<file path="src/rtl/brd_pkg.sv">
// ----------------------------------------------------------------------------
// Bounded ring deque package
// Shared widths, operation codes, controller states and the command and
// status bundles between the controller and the datapath.
// ----------------------------------------------------------------------------
package brd_pkg;

	localparam int DATA_W         = 32;
	localparam int FUNC_W         = 3;
	localparam int POS_W          = 4;
	localparam int CAP_W          = 5;
	localparam int CNT_W          = 5;
	localparam int S_TDATA_W      = 40;
	localparam int M_TDATA_W      = 104;
	localparam int DEPTH_DEF      = 16;
	localparam int WORD_WIDTH_DEF = 32;

	localparam logic [CAP_W-1:0] CAP_RESET = 5'd16;

	localparam logic [FUNC_W-1:0] FN_APPEND    = 3'd0;
	localparam logic [FUNC_W-1:0] FN_PREPEND   = 3'd1;
	localparam logic [FUNC_W-1:0] FN_POP_HEAD  = 3'd2;
	localparam logic [FUNC_W-1:0] FN_POP_LAST  = 3'd3;
	localparam logic [FUNC_W-1:0] FN_REMOVE_AT = 3'd4;
	localparam logic [FUNC_W-1:0] FN_READ_AT   = 3'd5;
	localparam logic [FUNC_W-1:0] FN_CLEAR     = 3'd6;

	typedef enum logic [2:0] {
		ST_IDLE,
		ST_EXEC,
		ST_FETCH,
		ST_SHIFT_RD,
		ST_SHIFT_WR,
		ST_ENDS,
		ST_RESP
	} state_t;

	typedef struct packed {
		logic load_item;
		logic exec;
		logic fetch;
		logic shift_rd;
		logic shift_wr;
		logic shift_end;
		logic read_ends;
		logic load_out;
	} cmd_t;

	typedef struct packed {
		logic remove_ok;
		logic shift_more;
		logic out_free;
	} sts_t;

endpackage

</file>
<file path="src/rtl/bounded_ring_deque.sv">
// ----------------------------------------------------------------------------
// Bounded ring deque
// A ring of DEPTH slots holding up to capacity nonzero words, with insert and
// remove at either end, remove and read at a logical index, and clear.
// ----------------------------------------------------------------------------
//  Channel   Direction  Handshake            Content
//  s_axis    in         s_tvalid / s_tready  one operation per transfer
//  m_axis    out        m_tvalid / m_tready  one result per operation
//  cfg       in         cfg_valid/cfg_ready  capacity register write
//
// After its transfer an operation passes execute, fetch and response before the
// input is free again; remove at adds a shift loop, one read and write pair per
// element behind the removed one through the single write port of the slot
// memory, and a read of both ends before the response.
// The result waits in an output register, so the next operation is taken and
// worked while a stalled result is held, up to its own response step.
// Reset clears the pointers, the count, the capacity (to 16) and the control
// state; the slot memory is not cleared, as no unwritten slot reaches a result.
// ----------------------------------------------------------------------------
module bounded_ring_deque
	import brd_pkg::*;
#(
	parameter int DEPTH      = DEPTH_DEF,
	parameter int WORD_WIDTH = WORD_WIDTH_DEF
) (
	input  logic                 clk,
	input  logic                 arst_n,
	input  logic                 s_tvalid,
	output logic                 s_tready,
	input  logic [S_TDATA_W-1:0] s_tdata,   // data_word, position, zero pad
	input  logic [FUNC_W-1:0]    s_tuser,   // func
	output logic                 m_tvalid,
	input  logic                 m_tready,
	output logic [M_TDATA_W-1:0] m_tdata,   // result_word, count, front_word,
	                                        // back_word, zero pad
	output logic                 m_tuser,   // accepted
	input  logic                 cfg_valid,
	output logic                 cfg_ready,
	input  logic [CAP_W-1:0]     cfg_data   // capacity
);

	cmd_t              cmd;
	sts_t              sts;
	logic [DATA_W-1:0] out_result;
	logic [CNT_W-1:0]  out_count;
	logic [DATA_W-1:0] out_front;
	logic [DATA_W-1:0] out_back;

	brd_ctrl u_ctrl (
		.clk      (clk),
		.arst_n   (arst_n),
		.in_valid (s_tvalid),
		.in_ready (s_tready),
		.sts      (sts),
		.cmd      (cmd)
	);

	brd_dpath #(
		.DEPTH      (DEPTH),
		.WORD_WIDTH (WORD_WIDTH)
	) u_dpath (
		.clk          (clk),
		.arst_n       (arst_n),
		.cfg_valid    (cfg_valid),
		.cfg_data     (cfg_data),
		.in_func      (s_tuser),
		.in_word      (s_tdata[DATA_W-1:0]),
		.in_pos       (s_tdata[DATA_W +: POS_W]),
		.cmd          (cmd),
		.sts          (sts),
		.out_ready    (m_tready),
		.out_valid    (m_tvalid),
		.out_result   (out_result),
		.out_accepted (m_tuser),
		.out_count    (out_count),
		.out_front    (out_front),
		.out_back     (out_back)
	);

	assign cfg_ready = 1'b1;
	assign m_tdata   = {3'b000, out_back, out_front, out_count, out_result};

endmodule

</file>
<file path="src/rtl/brd_ctrl.sv">
// ----------------------------------------------------------------------------
// Bounded ring deque controller
// Sequences one operation at a time: execute, fetch, the shift loop of a
// remove, the read of both ends and the hand-off to the output register.
// ----------------------------------------------------------------------------
module brd_ctrl
	import brd_pkg::*;
(
	input  logic clk,
	input  logic arst_n,
	input  logic in_valid,
	output logic in_ready,
	input  sts_t sts,
	output cmd_t cmd
);

	state_t state_q;
	state_t state_d;

	always_ff @(posedge clk or negedge arst_n) begin
		if (!arst_n) begin
			state_q <= ST_IDLE;
		end else begin
			state_q <= state_d;
		end
	end

	always_comb begin
		state_d  = state_q;
		cmd      = '0;
		in_ready = 1'b0;
		case (state_q)
			ST_IDLE: begin
				in_ready = 1'b1;
				if (in_valid) begin
					cmd.load_item = 1'b1;
					state_d       = ST_EXEC;
				end
			end
			ST_EXEC: begin
				cmd.exec = 1'b1;
				state_d  = ST_FETCH;
			end
			ST_FETCH: begin
				cmd.fetch = 1'b1;
				if (sts.remove_ok) begin
					state_d = ST_SHIFT_RD;
				end else begin
					cmd.read_ends = 1'b1;
					state_d       = ST_RESP;
				end
			end
			ST_SHIFT_RD: begin
				if (sts.shift_more) begin
					cmd.shift_rd = 1'b1;
					state_d      = ST_SHIFT_WR;
				end else begin
					cmd.shift_end = 1'b1;
					state_d       = ST_ENDS;
				end
			end
			ST_SHIFT_WR: begin
				cmd.shift_wr = 1'b1;
				state_d      = ST_SHIFT_RD;
			end
			ST_ENDS: begin
				cmd.read_ends = 1'b1;
				state_d       = ST_RESP;
			end
			ST_RESP: begin
				if (sts.out_free) begin
					cmd.load_out = 1'b1;
					state_d      = ST_IDLE;
				end
			end
			default: begin
				state_d = ST_IDLE;
			end
		endcase
	end

endmodule

</file>
<file path="src/rtl/brd_dpath.sv">
// ----------------------------------------------------------------------------
// Bounded ring deque datapath
// Slot memory with one write and two registered read ports, ring pointers,
// capacity register, operation decode and the output register.
// ----------------------------------------------------------------------------
module brd_dpath
	import brd_pkg::*;
#(
	parameter int DEPTH      = DEPTH_DEF,
	parameter int WORD_WIDTH = WORD_WIDTH_DEF
) (
	input  logic              clk,
	input  logic              arst_n,
	input  logic              cfg_valid,
	input  logic [CAP_W-1:0]  cfg_data,
	input  logic [FUNC_W-1:0] in_func,
	input  logic [DATA_W-1:0] in_word,
	input  logic [POS_W-1:0]  in_pos,
	input  cmd_t              cmd,
	output sts_t              sts,
	input  logic              out_ready,
	output logic              out_valid,
	output logic [DATA_W-1:0] out_result,
	output logic              out_accepted,
	output logic [CNT_W-1:0]  out_count,
	output logic [DATA_W-1:0] out_front,
	output logic [DATA_W-1:0] out_back
);

	localparam int AW   = (DEPTH > 1) ? $clog2(DEPTH) : 1;
	localparam int CW   = $clog2(DEPTH + 1);
	localparam int SW   = (WORD_WIDTH < DATA_W) ? WORD_WIDTH : DATA_W;
	localparam int CMPW = (CW > CAP_W) ? CW : CAP_W;
	localparam int PW   = (CW > POS_W) ? CW : POS_W;

	logic [SW-1:0] mem [DEPTH];

	logic [CAP_W-1:0]  cap_q;
	logic [AW-1:0]     front_q;
	logic [CW-1:0]     count_q;
	logic [CW-1:0]     j_q;
	logic [FUNC_W-1:0] func_q;
	logic [SW-1:0]     word_q;
	logic [POS_W-1:0]  pos_q;
	logic [SW-1:0]     res_q;
	logic              ok_q;
	logic [SW-1:0]     rd_a_q;
	logic [SW-1:0]     rd_b_q;
	logic              out_valid_q;
	logic [DATA_W-1:0] out_result_q;
	logic              out_accepted_q;
	logic [CNT_W-1:0]  out_count_q;
	logic [DATA_W-1:0] out_front_q;
	logic [DATA_W-1:0] out_back_q;

	logic          is_insert;
	logic          is_extract;
	logic          full;
	logic          pos_ok;
	logic          ok;
	logic [CW-1:0] pos_c;
	logic [PW-1:0] pos_ext;
	logic [CW-1:0] la;
	logic [CW-1:0] lb;
	logic [AW-1:0] phys_a;
	logic [AW-1:0] phys_b;
	logic [AW-1:0] front_dec;
	logic [AW-1:0] front_inc;
	logic          we;
	logic [AW-1:0] wa;
	logic [SW-1:0] wd;
	logic          re_a;
	logic          re_b;

	function automatic logic [AW-1:0] phys(input logic [AW-1:0] base, input logic [CW-1:0] l);
		logic [CW:0] sum;
		sum = (CW+1)'(base) + (CW+1)'(l);
		if (sum >= (CW+1)'(DEPTH)) begin
			sum = sum - (CW+1)'(DEPTH);
		end
		return sum[AW-1:0];
	endfunction

	assign is_insert  = (func_q == FN_APPEND) || (func_q == FN_PREPEND);
	assign is_extract = (func_q == FN_POP_HEAD) || (func_q == FN_POP_LAST)
		|| (func_q == FN_REMOVE_AT) || (func_q == FN_READ_AT);
	assign full    = (CMPW'(count_q) >= CMPW'(cap_q)) || (count_q >= CW'(DEPTH));
	assign pos_ext = PW'(pos_q);
	assign pos_c   = pos_ext[CW-1:0];
	assign pos_ok  = pos_ext < PW'(count_q);

	always_comb begin
		case (func_q)
			FN_APPEND, FN_PREPEND:   ok = (word_q != '0) && !full;
			FN_POP_HEAD, FN_POP_LAST: ok = (count_q != '0);
			FN_REMOVE_AT, FN_READ_AT: ok = pos_ok;
			FN_CLEAR:                ok = 1'b1;
			default:                 ok = 1'b0;
		endcase
	end

	always_comb begin
		la = '0;
		if (cmd.exec) begin
			case (func_q)
				FN_APPEND:               la = count_q;
				FN_POP_LAST:             la = count_q - 1'b1;
				FN_REMOVE_AT, FN_READ_AT: la = pos_c;
				default:                 la = '0;
			endcase
		end else if (cmd.shift_rd) begin
			la = j_q + 1'b1;
		end else if (cmd.shift_wr) begin
			la = j_q;
		end
	end

	assign lb        = count_q - 1'b1;
	assign phys_a    = phys(front_q, la);
	assign phys_b    = phys(front_q, lb);
	assign front_dec = (front_q == '0) ? AW'(DEPTH - 1) : front_q - 1'b1;
	assign front_inc = (front_q == AW'(DEPTH - 1)) ? '0 : front_q + 1'b1;

	assign we   = (cmd.exec && ok && is_insert) || cmd.shift_wr;
	assign wa   = (cmd.exec && (func_q == FN_PREPEND)) ? front_dec : phys_a;
	assign wd   = cmd.exec ? word_q : rd_a_q;
	assign re_a = (cmd.exec && ok && is_extract) || cmd.shift_rd || cmd.read_ends;
	assign re_b = cmd.read_ends && (count_q != '0);

	always_ff @(posedge clk) begin
		if (we) begin
			mem[wa] <= wd;
		end
		if (re_a) begin
			rd_a_q <= mem[cmd.read_ends ? front_q : phys_a];
		end
		if (re_b) begin
			rd_b_q <= mem[phys_b];
		end
	end

	always_ff @(posedge clk) begin
		if (cmd.load_item) begin
			func_q <= in_func;
			word_q <= in_word[SW-1:0];
			pos_q  <= in_pos;
		end
		if (cmd.exec) begin
			ok_q  <= ok;
			res_q <= (ok && is_insert) ? word_q : '0;
			j_q   <= pos_c;
		end else if (cmd.fetch && ok_q && is_extract) begin
			res_q <= rd_a_q;
		end else if (cmd.shift_wr) begin
			j_q <= j_q + 1'b1;
		end
	end

	always_ff @(posedge clk or negedge arst_n) begin
		if (!arst_n) begin
			cap_q   <= CAP_RESET;
			front_q <= '0;
			count_q <= '0;
		end else begin
			if (cfg_valid) begin
				cap_q <= cfg_data;
			end
			if (cmd.exec && ok) begin
				case (func_q)
					FN_APPEND: begin
						count_q <= count_q + 1'b1;
					end
					FN_PREPEND: begin
						front_q <= front_dec;
						count_q <= count_q + 1'b1;
					end
					FN_POP_HEAD: begin
						front_q <= front_inc;
						count_q <= count_q - 1'b1;
					end
					FN_POP_LAST: begin
						count_q <= count_q - 1'b1;
					end
					FN_CLEAR: begin
						front_q <= '0;
						count_q <= '0;
					end
					default: begin
						count_q <= count_q;
					end
				endcase
			end else if (cmd.shift_end) begin
				count_q <= count_q - 1'b1;
			end
		end
	end

	assign sts.remove_ok  = ok_q && (func_q == FN_REMOVE_AT);
	assign sts.shift_more = ((CW+1)'(j_q) + 1'b1) < (CW+1)'(count_q);
	assign sts.out_free   = !out_valid_q || out_ready;

	always_ff @(posedge clk or negedge arst_n) begin
		if (!arst_n) begin
			out_valid_q <= 1'b0;
		end else if (cmd.load_out) begin
			out_valid_q <= 1'b1;
		end else if (out_ready) begin
			out_valid_q <= 1'b0;
		end
	end

	always_ff @(posedge clk) begin
		if (cmd.load_out) begin
			out_result_q   <= DATA_W'(res_q);
			out_accepted_q <= ok_q;
			out_count_q    <= CNT_W'(count_q);
			out_front_q    <= (count_q != '0) ? DATA_W'(rd_a_q) : '0;
			out_back_q     <= (count_q != '0) ? DATA_W'(rd_b_q) : '0;
		end
	end

	assign out_valid    = out_valid_q;
	assign out_result   = out_result_q;
	assign out_accepted = out_accepted_q;
	assign out_count    = out_count_q;
	assign out_front    = out_front_q;
	assign out_back     = out_back_q;

`ifndef SYNTH
	a_count_bound: assert property (@(posedge clk) disable iff (!arst_n)
		count_q <= CW'(DEPTH))
		else $error("live count exceeds depth");

	a_front_bound: assert property (@(posedge clk) disable iff (!arst_n)
		front_q <= AW'(DEPTH - 1))
		else $error("front index outside the ring");

	a_insert_count: assert property (@(posedge clk) disable iff (!arst_n)
		(cmd.exec && ok && is_insert) |=> (count_q == $past(count_q) + 1'b1))
		else $error("insert did not raise the count by one");

	a_load_free: assert property (@(posedge clk) disable iff (!arst_n)
		cmd.load_out |-> sts.out_free)
		else $error("result loaded over an untaken transfer");
`endif

endmodule

</file>
<file path="config.mk">
export PLATFORM = sky130hd
export DESIGN_NAME = bounded_ring_deque
export DESIGN_NICKNAME = d
export VERILOG_FILES = /design/src/rtl/brd_pkg.sv /design/src/rtl/bounded_ring_deque.sv /design/src/rtl/brd_ctrl.sv /design/src/rtl/brd_dpath.sv
export SDC_FILE = /design/constraint.sdc
export NUM_CORES = 1
export LEC_CHECK = 0
export BUFFER_PORTS_ARGS = -buffer_cell sky130_fd_sc_hd__buf_2
export CORE_MARGIN = 10
export CORE_UTILIZATION = 35
export DETAILED_ROUTE_END_ITERATION = 8
export HOLD_SLACK_MARGIN = 0.15
export PLACE_DENSITY = 0.55
export SYNTH_ARGS = -nofsm -noshare
export SYNTH_HDL_FRONTEND = slang
export SYNTH_HIERARCHICAL = 1
export SYNTH_SLANG_ARGS = --single-unit
</file>
<file path="constraint.sdc">
create_clock -name clk -period 13.45 [get_ports clk]
set_input_delay 3.3625 -clock clk [delete_from_list [all_inputs] [get_ports clk]]
set_output_delay 3.3625 -clock clk [all_outputs]
set_load 0.1 [all_outputs]
</file>
Word-level counts from Yosys, hierarchy flattened
Memory sizes are Yosys's and may differ from the RTL's. A register that Yosys moved wholly into a read port is not among the register bits.
Cells that the tools add are included.
{ "totals": {"ff_bits": 197, "ram_bits": 512, "elab_cells": 136, "output_inout_bits": 108, "inputBits": 53, "n_memories": 1} }
{ "memory_table": {"columns": ["name", "words", "word_bits", "read_ports", "rd_clocked_by_memory_dff", "write_ports", "line_no", "source"], "rows": [
  ["u_dpath.mem", 16, 32, 2, 2, 1, "brd_dpath.sv:36", "logic [SW-1:0] mem [DEPTH];"]
]} }
{ "classes": {"n_eq_ne": 17, "n_addsub": 10, "bitwise": 1, "reduce_logical": 39, "n_lt_le_gt_ge": 6, "muxes": 45} }
{ "ops": {"columns": ["operator", "count"], "rows": [
  ["32-bit 2-to-1 mux", 4],
  ["4-bit 2-to-1 mux", 9],
  ["32-bit nonzero test", 1],
  ["5-bit one-hot mux with 3 select lines", 2],
  ["5-bit 2-to-1 mux", 5],
  ["3-bit one-hot mux with 7 select lines", 1],
  ["3-bit equality test, second input constant", 6],
  ["1-bit 2-to-1 mux", 18],
  ["4-bit by 5-bit adder with 6-bit output", 2],
  ["3-bit by 2-bit equality test with 1-bit output, second input constant", 4],
  ["6-bit by 5-bit >= comparator with 1-bit output, second input constant", 2],
  ["4-bit one-hot mux with 3 select lines", 1],
  ["4-bit by 1-bit subtractor with 4-bit output, second input constant", 3],
  ["5-bit by 1-bit adder with 5-bit output, second input constant", 2],
  ["1-bit logical AND", 10],
  ["2-bit AND reduction", 5],
  ["1-bit logical OR", 9],
  ["3-bit 2-to-1 mux", 3],
  ["2-bit nonzero test", 4],
  ["5-bit by 1-bit adder with 6-bit output, second input constant", 1],
  ["3-bit by 1-bit equality test with 1-bit output, second input constant", 2],
  ["3-bit logical NOT", 2],
  ["6-bit by 5-bit < comparator with 1-bit output", 1],
  ["2-bit OR reduction", 3],
  ["16 further kinds", 18]
]} }

Depth between registers and ports, before layout
Gate-level depths: netlist of the first run.
{ "logic_depth": {"ltp_word": 10, "mapped_depth": 22, "ltp_nobuf": 20} }

Modules after synthesis
Netlist of the first run, hierarchy kept.
{ "modules_own_cells": {"columns": ["module", "area_per_inst_um2", "cells_each", "n_inst", "seq_area_each_um2"], "rows": [
  ["brd_dpath", 33766.1, 1732, 1, 23038.3],
  ["brd_ctrl", 276.5, 30, 1, 75.1],
  ["bounded_ring_deque", 37.5, 6, 1, 0.0]
]} }

Least setup slack after synthesis of the first run
No wires, ideal clock.
{ "synth_path": {"path_kind": "register to register", "from": "register u_dpath.j_q[0]", "to": "memory u_dpath/mem[2][0] in the netlist's numbering, enable pin", "required_ns": 12.949, "setup_slack_ns": 5.806, "setup_time_ns": 0.501, "synth_period_minus_slack_ns": 7.644, "arrival_time_ns": 7.143, "path_buffers": 1, "path_stages_with_launch": 21, "cell_sequence": "edfxtp_1 -> ha_1 -> xor2_1 -> ha_1 -> nor2b_1 -> o21ai_0 -> nand2b_1 -> a221oi_1 -> and3_1 -> nor2b_1 -> a221o_1 -> and2_1 -> ha_1 -> a21o_1 -> a21oi_1 -> xnor2_1 -> o21a_1 -> a2bb2oi_1 -> a21o_1 -> buf_4 -> nor4_1"} }
{ "synth_rtl": {"columns": ["item", "line_no", "source"], "rows": [
  ["from (decl)", "brd_dpath.sv:41", "logic [CW-1:0] j_q;"],
  ["from (signal assigned)", "brd_dpath.sv:151", "j_q <= pos_c;"],
  ["from (signal assigned)", "brd_dpath.sv:155", "j_q <= j_q + 1'b1;"],
  ["to (decl)", "brd_dpath.sv:36", null]
]} }

==> reports/results.txt, run 1 <==
Cts hold-fix bufs: 0
Area of the mapped netlist: 34100 sq um
Largest net degree at the start of global routing: 129
Ys Warns: 6
Area share of the largest cell type after synthesis: 0.664
FP Rows: 114
Final #Nets: 2019
Iteration count of the initial detailed-routing pass: 5
Die width: 332 microns
Layout area overhead: 14.8%
Period utilization: 0.468
Data required, critical path: 13.90 ns
CTS buffer count: 85
Final clock skew: 0.0414 ns
Final HPWL DP: 52.1 mm
Endpoint class of the critical path: register
Top Ports: 161
Starting Density: 0.352
GRT Residual Overflow: 0
Worst skew pair latency: 0.66 ns
Top-count cell post-synth: edfxtp_1
Drt total wl: 94.6 mm
GR met3 Demand/Resource: 0.0413
Clock Tree Root: clkbuf_16
Wire length per cell: 28.9 microns
Clk buf depth: 3
Fraction of registers with async set/reset: 0.0233
Mean Syn Cell Area: 19.3 sq um
Cell taking the most area after synthesis: edfxtp_1
Slew Limit Fails: 0
Post-layout min period: 6.29 ns
Die Area: 110000 sq um
Grt met1 use: 0.218
GRT busiest layer: met2
Worst setup SP type: register
Via Count: 18500
Top post-synthesis cells by area: edfxtp_1, mux4_2, nor2b_1
Clk sinks: 773
Synth top cells by count: edfxtp_1, mux4_2, nand2_1, a21oi_1, nor2b_1
Initial DRC count: 2023
Worst-path clk slew: 0.06 ns
Slew headroom: 0.137
Worst-path maximum fanout: 33
Gr usage total: 0.168
CTS tree: built
ANT nets after route: 0
Status: finished, final reports clean
WS Path Type: register to register
Max Fclk: 0.159 GHz
Cts repair resizes: 0
Post-CTS Setup Bufs: 0
# H-tree levels: 3
Global-route track usage on met2: 0.275
Die Ht: 332 microns
Crit path DAT: 6.74 ns
Hold Vio Cnt, Final: 0
Setup TNS: 0 ns
RSZ-0062 raised after global routing: false
Synth Flop Type: edfxtp_1
EDFF count, synth: 754
Layout cell share with drive strength beyond 1: 0.342
Placer Congestion: 0.792
Number of max-cap violations: 0
Antenna cells: 0
Post-synthesis instance total: 1768
Synth cell types: 69
Core area: 96700 sq um
Register area share after synthesis: 0.678
Port-buffer cells: 152
Global-route wire length before repair: 137 mm
Vias in the first global route: 19600
Worst-Margin Slew: 1.29 ns
DRC: 0
Final Setup Violations: 0
Vias per std cell: 5.65
Hold Path Class: register to register
Antenna violations before repair: 4
#FFs+latches synth: 773
==> layout make-up <==
type	instances	area [sq um]
clock buffers	104	2200
clock inverters	49	449
fillers	8620	57600
inverters	24	90.1
multi-input cells	854	10500
flip-flops and latches	773	23100
well taps	1276	1600
repair buffers	199	1150
==> layout by cell type (no fill, tap or decap), types with 35 or more instances in the layout <==
cell type	n
a21oi_1	85
buf_2	152
clkbuf_16	85
buf_4	44
nand2_1	89
mux2_2	38
edfxtp_1	754
nor2b_1	74
mux4_2	288
a22oi_1	35
==> cell families (layout without fill, tap and decap cells) <==
family | after synthesis | count (layout) | share of synthesized area
AO/OA/AOI/OAI | 221 | 221 | 0.0438
XOR/XNOR | 11 | 11 | 0.00283
AND/OR/NAND/NOR | 258 | 258 | 0.0409
adder cells (fa/ha/maj) | 29 | 29 | 0.0111
flip-flops | 773 | 773 | 0.678
other | 2 | 4 | 0.000220
buffers and inverters | 143 | 376 | 0.0186
multiplexers | 331 | 331 | 0.204
==> registers in the layout, indices dropped and copies added (netlist names), 3 cells and up <==
signal and count:
u_ctrl/state_q 3, u_dpath/cap_q 5, u_dpath/count_q 5, u_dpath/front_q 4
u_dpath/func_q 3, u_dpath/j_q 5, u_dpath/mem 512, u_dpath/out_back 32
u_dpath/out_count 5, u_dpath/out_front 32, u_dpath/out_result 32, u_dpath/pos_q 4
u_dpath/rd_a_q 32, u_dpath/rd_b_q 32, u_dpath/res_q 32, u_dpath/word_q 32
==> final timing paths <==
kind	startpoint	end	slack (ns)	cells past startpoint
setup reg to reg	u_dpath/j_q[0]	u_dpath/rd_a_q[20]	7.16	20
hold / removal	u_dpath/res_q[20]	u_dpath/out_result[20]	0.40	0
min in group asynchronous	arst_n	u_dpath/count_q[0]	2.65	1
hold reg to reg	u_dpath/res_q[20]	u_dpath/out_result[20]	0.40	0
max in group asynchronous	arst_n	u_dpath/count_q[2]	10.45	1
setup / recovery	u_dpath/j_q[0]	u_dpath/rd_a_q[20]	7.16	20
==> worst max-delay path, stage by stage (launching register included) <==
cell and delay (ns):
edfxtp_1 0.49, ha_1 0.30, xor2_1 0.22, ha_1 0.26, nor2b_1 0.13, o21ai_0 0.15, nand2b_1 0.08, a221oi_1 0.39
and3_1 0.41, nor2b_1 0.13, a221o_1 0.33, and2_1 0.15, ha_1 0.27, a21o_1 0.17, a21oi_1 0.17, xnor2_1 0.11
nor3_2 0.35, o31a_2 0.90, buf_4 0.61, a21oi_1 0.15, a22oi_1 0.29
==> routing by layer <==
metal | vias up | routed length (microns)
li1 | 7717 | -
met3 | 159 | 7860
met2 | 788 | 46100
met1 | 9870 | 38200
met5 | - | 13
met4 | 2 | 2480
==> stage by stage <==
step	utilization	cell area (sq um)	worst slack [ns]	hold WS [ns]	std cells
finish	0.405	39100	7.16	0.404	3279
floorplan	-	34100	5.81	0.400	1770
global route	0.405	39100	6.76	0.421	3279
CTS	0.405	39100	7.20	0.412	3279
global placement	0.377	36500	7.18	0.406	3126
detailed placement	0.377	36500	7.23	0.405	3126
Power of run 1 is left out: the tool's default activity adds up to more than one toggle a clock period on the data nets, which glitch-free logic cannot reach.
==> run 2: changes to the inputs <==
Settings changed: ABC_AREA set to 1.
Clock period 13.45 ns to 6.2 ns, I/O delays scaled along.
==> reports/results.txt, run 2 <==
Crit path DAT: 5.66 ns (-1.08 ns)
Cts hold-fix bufs: 0 (unchanged)
DRC: 0 (unchanged)
Vias in the first global route: 25200 (+28%)
Drt total wl: 107 mm (+13%)
Placer Congestion: 0.819 (+3.4%)
Final HPWL DP: 60.9 mm (+17%)
Die Area: 116000 sq um (+5.5%)
Starting Density: 0.353 (+0.00106)
Slew Limit Fails: 0 (unchanged)
Status: finished, final reports clean
Top Ports: 161 (unchanged)
Area of the mapped netlist: 36100 sq um (+5.8%)
#FFs+latches synth: 773 (unchanged)
Post-CTS Setup Bufs: 0 (unchanged)
Wire length per cell: 21.9 microns (-24%)
Final #Nets: 3533 (+75%)
RSZ-0062 raised after global routing: false
Port-buffer cells: 152 (unchanged)
Register area share after synthesis: 0.641 (-0.0373)
Vias per std cell: 5.37 (-5.0%)
Design area: 41300 sq um (+5.7%)
Cell taking the most area after synthesis: edfxtp_1
Die Ht: 341 microns (+2.7%)
Setup TNS: 0 ns (unchanged)
Final Setup Violations: 0 (unchanged)
Mean Syn Cell Area: 10.8 sq um (-44%)
Antenna cells: 0 (unchanged)
Worst-path maximum fanout: 24 (-27%)
Final clock skew: 0.0237 ns (-0.0177 ns)
Largest net degree at the start of global routing: 162 (+26%)
FP Rows: 117 (+2.6%)
Iteration count of the initial detailed-routing pass: 5 (unchanged)
Clock Tree Root: clkbuf_16
Antenna violations before repair: 0 (-4)
Core area: 102000 sq um (+5.5%)
Hold Path Class: register to register
Worst skew pair latency: 0.65 ns (about the same)
Max reg flops: 512 (unchanged)
Commonest non-fill, non-tap cell in the layout: edfxtp_1
Synth top cells by count: edfxtp_1, nand2_1, o21ai_0, inv_1, nor2_1
Synth Flop Type: edfxtp_1
Max Fclk: 0.187 GHz (+18%)
Layout area overhead: 14.6%
# H-tree levels: 3 (unchanged)
ANT nets after route: 0 (unchanged)
Fraction of registers with async set/reset: 0.0233 (unchanged)
Synth cell types: 41 (-41%)
Worst-path clk slew: 0.06 ns (about the same)
Layout cell share with drive strength beyond 1: 0.118 (-0.224)
Cts repair resizes: 0 (unchanged)
Number of max-cap violations: 0 (unchanged)
Worst-Margin Slew: 1.23 ns (-0.0630 ns)
Initial DRC count: 2475 (+22%)
Die width: 341 microns (+2.7%)
Global-route wire length before repair: 158 mm (+15%)
EDFF count, synth: 754 (unchanged)
Via Count: 26200 (+41%)
Clk sinks: 773 (unchanged)
Largest Register: u_dpath/mem
CTS buffer count: 79 (-7.1%)
Worst hold slack: 0.417 ns (+0.0127 ns)
Top-count cell post-synth: edfxtp_1
Clk buf depth: 3 (unchanged)
Top post-synthesis cells by area: edfxtp_1, nand2_1, o21ai_0
Ys Warns: 6 (unchanged)
Worst setup SP type: register
Data required, critical path: 6.51 ns (-7.39 ns)
Area share of the largest cell type after synthesis: 0.628 (-0.0366)
Most frequent cells in the layout: edfxtp_1, nand2_1, o21ai_0
CTS tree: built
Post-synthesis instance total: 3354 (+90%)
Endpoint class of the critical path: register
GRT Residual Overflow: 0 (unchanged)
Placed Area: 38800 sq um (+6.3%)
WS Path Type: register to register
Gr usage total: 0.177 (+0.00962)
Period utilization: 0.862 (+0.394)
Hold Vio Cnt, Final: 0 (unchanged)
Post-layout min period: 5.35 ns (-0.947 ns)
Slew headroom: 0.173 (+0.0365)
-- run 2: critical path: stages, from the launching register on --
cell      delay, ns
edfxtp_1       0.48
ha_1           0.38
ha_1           0.29
a21oi_1        0.14
nor2_1         0.05
o21a_1         0.16
o21a_1         0.16
a211oi_1       0.20
inv_1          0.11
nor2_1         0.25
nor2_1         0.13
o221ai_1       0.20
inv_1          0.08
ha_1           0.20
inv_1          0.08
fa_1           0.48
or2_2          0.33
o21ai_2        0.08
inv_1          0.10
nor2_2         0.20
nand4_1        0.18
nor2_4         0.39
buf_12         0.33
-- run 2: cells by family after synthesis --
kind of cell | Yosys count | share of synthesized area
simple gates | 991 | 0.113
flops | 773 | 0.641
fa+ha+maj | 29 | 0.0105
compound gates | 913 | 0.145
other cells | 2 | 0.000208
xor+xnor | 13 | 0.00420
mux | 97 | 0.0270
buf+inv | 536 | 0.0596
-- run 2: final cells by class --
class	instances	area, sq um
Clock buffer	103	2170
Clock inverter	34	373
Fill cell	9639	60700
Inverter	301	1140
Multi-Input combinational cell	2047	11000
Sequential cell	773	23100
Tap cell	1368	1710
Timing Repair Buffer	249	1790
-- run 2: per-stage QoR --
stage               std cells  setup WS, ns   util
global route             4875         0.494  0.405
floorplan                3356         0.802      -
detailed placement       4738         0.898  0.380
finish                   4875         0.854  0.405
global placement         4738         0.934  0.380
CTS                      4875         0.855  0.405
-- run 2: path summary, 6_finish.rpt --
path / startpoint / to / cells after the start / slack (ns)
min in group asynchronous: arst_n / u_dpath/front_q[3] / 1 / 0.85
min reg2reg: u_dpath/res_q[16] / u_dpath/out_result[16] / 0 / 0.42
max in group asynchronous: arst_n / u_dpath/cap_q[4] / 1 / 5.01
max reg2reg: u_dpath/j_q[0] / u_dpath/mem[10][17] / 22 / 0.85
min: u_dpath/res_q[16] / u_dpath/out_result[16] / 0 / 0.42
max: u_dpath/j_q[0] / u_dpath/mem[10][17] / 22 / 0.85
-- run 2: per-layer routing --
metal | track usage | up-vias | part of all wire
met4 | 0.0690 | 0 | 0.032
met5 | 0 | - | 0
met2 | 0.288 | 1006 | 0.46
met3 | 0.0230 | 175 | 0.073
li1 | - | 12200 | -
met1 | 0.240 | 12800 | 0.43
Power of run 2 is left out for the same reason.
